[src/rtl/core/jsw_pkg.sv]
// ----------------------------------------------------------------------------
// jsw_pkg: shared types and constants for the two-stream window join
// Transaction structs, window sizing and ring index helper.
// ----------------------------------------------------------------------------
package jsw_pkg;

    localparam int STAMP_BITS   = 48;
    localparam int WIDTH_BITS   = 32;
    localparam int WINDOW_DEPTH = 64;
    localparam int IDX_W        = $clog2(WINDOW_DEPTH);
    localparam int FILL_W       = $clog2(WINDOW_DEPTH + 1);
    localparam int QUEUE_DEPTH  = 2;
    localparam int QPTR_W       = $clog2(QUEUE_DEPTH);
    localparam int QCNT_W       = $clog2(QUEUE_DEPTH + 1);

    localparam logic [WIDTH_BITS-1:0] WIDTH_RESET = WIDTH_BITS'(65536);

    typedef struct packed {
        logic                  stream_id;
        logic [STAMP_BITS-1:0] stamp;
    } item_t;

    typedef struct packed {
        logic [STAMP_BITS-1:0] partner_stamp;
        logic [STAMP_BITS-1:0] new_stamp;
        logic                  new_stream;
        logic                  last_pair;
    } pair_t;

    // queue head as seen by the back end
    typedef struct packed {
        logic  valid;
        item_t item;
    } jsw_q_t;

    // back end status
    typedef struct packed {
        logic              busy;
        logic [FILL_W-1:0] fill_a;
        logic [FILL_W-1:0] fill_b;
    } jsw_stat_t;

    // ring index plus offset, offset below WINDOW_DEPTH
    function automatic logic [IDX_W-1:0] wrap_add(input logic [IDX_W-1:0] idx,
                                                  input logic [FILL_W-1:0] off);
        logic [FILL_W:0] sum;
        sum = (FILL_W+1)'(idx) + (FILL_W+1)'(off);
        if (sum >= (FILL_W+1)'(WINDOW_DEPTH))
            sum = sum - (FILL_W+1)'(WINDOW_DEPTH);
        return IDX_W'(sum);
    endfunction

endpackage

[src/rtl/core/jsw_front.sv]
// ----------------------------------------------------------------------------
// jsw_front: input acceptance and item queue
// Accepts input transactions into a short FIFO drained by the back end.
// ----------------------------------------------------------------------------
module jsw_front (
    input  logic           clk,
    input  logic           rst_n,
    input  logic           item_valid,
    output logic           item_stall,
    input  jsw_pkg::item_t item,
    input  logic           pop,
    output jsw_pkg::jsw_q_t q
);
    import jsw_pkg::*;

    item_t             mem_reg [QUEUE_DEPTH];
    logic [QPTR_W-1:0] wr_ptr_reg;
    logic [QPTR_W-1:0] rd_ptr_reg;
    logic [QCNT_W-1:0] count_reg;
    logic              push;
    logic              do_pop;

    assign item_stall = (count_reg == QCNT_W'(QUEUE_DEPTH));
    assign push       = item_valid && !item_stall;
    assign do_pop     = pop && (count_reg != '0);
    assign q.valid    = (count_reg != '0);
    assign q.item     = mem_reg[rd_ptr_reg];

    always_ff @(posedge clk or negedge rst_n)
    begin
        if (!rst_n)
        begin
            for (int i = 0; i < QUEUE_DEPTH; i++)
                mem_reg[i] <= '0;
            wr_ptr_reg <= '0;
            rd_ptr_reg <= '0;
            count_reg  <= '0;
        end
        else
        begin
            if (push)
            begin
                mem_reg[wr_ptr_reg] <= item;
                wr_ptr_reg <= (wr_ptr_reg == QPTR_W'(QUEUE_DEPTH - 1)) ? '0
                                                                      : wr_ptr_reg + 1'b1;
            end
            if (do_pop)
                rd_ptr_reg <= (rd_ptr_reg == QPTR_W'(QUEUE_DEPTH - 1)) ? '0
                                                                      : rd_ptr_reg + 1'b1;
            if (push && !do_pop)
                count_reg <= count_reg + 1'b1;
            else if (do_pop && !push)
                count_reg <= count_reg - 1'b1;
        end
    end

endmodule

[config.mk]
export PLATFORM = sky130hd
export DESIGN_NAME = jsw_front
export DESIGN_NICKNAME = d
export VERILOG_FILES = /design/src/rtl/core/jsw_pkg.sv /design/src/rtl/core/jsw_front.sv
export SDC_FILE = /design/constraint.sdc
export NUM_CORES = 1
export LEC_CHECK = 0
export BUFFER_PORTS_ARGS = -buffer_cell sky130_fd_sc_hd__buf_2
export CAP_MARGIN = 20
export CORE_MARGIN = 3
export CORE_UTILIZATION = 54
export DETAILED_ROUTE_END_ITERATION = 8
export PLACE_DENSITY = 0.8
export RECOVER_POWER = 50
export SLEW_MARGIN = 0
export SYNTH_ARGS = -nofsm -noshare
export SYNTH_HDL_FRONTEND = slang
export SYNTH_SLANG_ARGS = --single-unit
export TNS_END_PERCENT = 20
[constraint.sdc]
create_clock -name clk -period 1.8 [get_ports clk]
set_input_delay 0.45 -clock clk [delete_from_list [all_inputs] [get_ports clk]]
set_output_delay 0.45 -clock clk [all_outputs]
set_load 0.005 [all_outputs]
==> out/results.ini <==
[power]
p_per_area_mw_per_mm2=1940
pwr-share-clk_pct=13.6
p_sw_share_pct=30.2
p_leak_nw=2.51
seqPwrFrac_pct=38.5
pwr-share-comb_pct=47.9
irDropWorstVdd_mv=1.16
power_mw=10.6
p_int_mw=7.41
p_switching_mw=3.20

[critical_path]
end_kind=output pin
path_buf_inv=2
critPathTopFamily=flip-flops
cp-start-kind=register
cpPeakStageDelay_ps=410
critPathSlowestCell=dfrtp_2
cp.required_ps=1350
crit_type=register to output pin
crit_chain=buf_12 > mux2_2 > buf_2
cp_max_fo=27
crit_arrival_ps=1480

[timing]
tns_ps=-5150
skew_ps=9.41
hold_viol=0
setup-violations-final=49
final.setup.worst_slack_ps=-128
fin_crit_sh_pct=107
rsz0062_at_grt=true
maxSlewViolCount=0
slew_headroom_pct=43.7
worst_pin_slew_ps=844
period_needed_ps=1930
max_freq_mhz=519
hold_ws_ps=175

[final_layout]
mostFrequentLayoutCell=mux2_2
layout.nets=439
largest_reg_flops=98
nFillCells=551
design_area_mm2=0.00547
multi_input_area_mm2=0.00185
syn2layout_area_growth_pct=22.6
final_cell_mix=114 x mux2_2, 101 x dfrtp_1, 89 x buf_2
diodes=0
drive_gt1_share_pct=68.7
seq_area_mm2=0.00255

[place]
gp_congestion=0.788
portBuffers=103
hpwl_mm=5.76
placed_cell_area_mm2=0.00517
place_ws_ps=201

[clock_tree]
clockBufferDepth=2
clockRootBuffer=clkbuf_8
tritoncts=done
ctsHoldBuffers=0
htreeDepth=3
postCtsSetupRepairBufs=0
clkTransAtPathRegs_ps=90
cts_resized=10
numCtsBuffers=9
clkSinkCount=102
clk_latency_ps=360

[route]
via_per_inst=5.32
drtAntennaViolNets=0
first_iter_violations=46
routed-via-count=2618
avgRoutedWirePerCell_um=17.5
totalWireLength_mm=8.59
drt_pass1_iterations=4
drc=0

[grt]
grt_max_degree=47
grt_first_pass_wirelength_mm=14.6
grtUsageTotal_pct=19.5
grt_overflow=0
antenna_found_initial=0
grt_pass1_vias=2879

[run_status]
violations=negative setup slack
status=complete, but fails checks

[die]
die_y_um=96.8
initial_core_util_pct=56.5
coreArea_mm2=0.00789
io_pins=104
die-area_mm2=0.00938
rows=32
die_x_um=96.8

[synth]
ys_seq_area_share_pct=57.3
synth_cell_type_count=20
synthCells=280
synth_area_per_cell_um2=15.9
yosys.area.top_type=dfrtp_1
synth_area_leaders=dfrtp_1 57%, mux2_2 32%, mux2_4 3.4%
yosysWarnings=0
synth.net_count=334
ys_seq_elements=102
syn_area_mm2=0.00446
synth_top_area_share_pct=57.3

[worst_hold_path]
hp-class=input pin to async pin

[job]
max_cap_violations=0

cell usage after synthesis (all sizes together):
library cell / number
nand2b: 1
nor2: 1
nand2: 1
or2: 1
clkbuf: 2
xor2: 3
xnor2: 2
dfrtp: 102
mux2: 147
buf: 15
ha: 1
nor3b: 1
and3: 1
inv: 1
and2: 1
stage by stage:
| stage | util (%) | std cells |
|---|---|---|
| 5_1_grt | 69.3 | 492 |
| 3_3_place_gp | 65.6 | 476 |
| 4_1_cts | 68.8 | 492 |
| 6_report | 69.3 | 492 |
| 3_5_place_dp | 65.6 | 476 |
| 2_1_floorplan | - | 280 |
metal layers:
metal | up-vias | global-route usage (%) | part of all wire, %
met2 | 68 | 30.3 | 48
met4 | 0 | 4.86 | 1.1
li1 | 1204 | - | -
met5 | - | 0 | 0
met1 | 1340 | 26.7 | 44
met3 | 6 | 6.27 | 6.1
layout make-up:
type	count	area share (%)
clock buffer	11	2.59
clock inverter	5	1.08
inverter	1	0.0687
multi-input combinational	160	33.9
sequential	102	46.7
tap	102	2.34
timing repair buffer	111	13.3
cell families after synthesis:
logic type               count (synthesis)  share of synthesized area (%)
XOR/XNOR                                 5                          0.983
adder cells (fa/ha/maj)                  1                          0.281
buffers and inverters                   18                           2.30
flip-flops                             102                           57.3
multiplexers                           147                           38.0
AND/OR/NAND/NOR                          7                           1.18
path summary, 6_finish.rpt:
check | cells after the start | slack (ps) | start | to
min reg2reg | 1 | 490 | mem_reg[49] | mem_reg[49]
max reg2reg | 5 | 160 | count_reg[0] | mem_reg[62]
max | 3 | -130 | rd_ptr_reg | q[17]
min | 1 | 180 | rst_n | mem_reg[0]
max in group asynchronous | 2 | 430 | rst_n | mem_reg[86]
min in group clk | 2 | 320 | item[0] | mem_reg[49]
power groups by stage:
stage	Clock [mW]	Combinational [mW]	Sequential, mW
final	1.44	5.08	4.08
after global routing	1.59	5.46	4.26
after CTS	1.49	4.86	4.09
after detailed placement	0	4.65	4.12
after global placement	0	4.55	4.03
after floorplan	0	3.16	3.90
(Power assumes the default switching activity.)
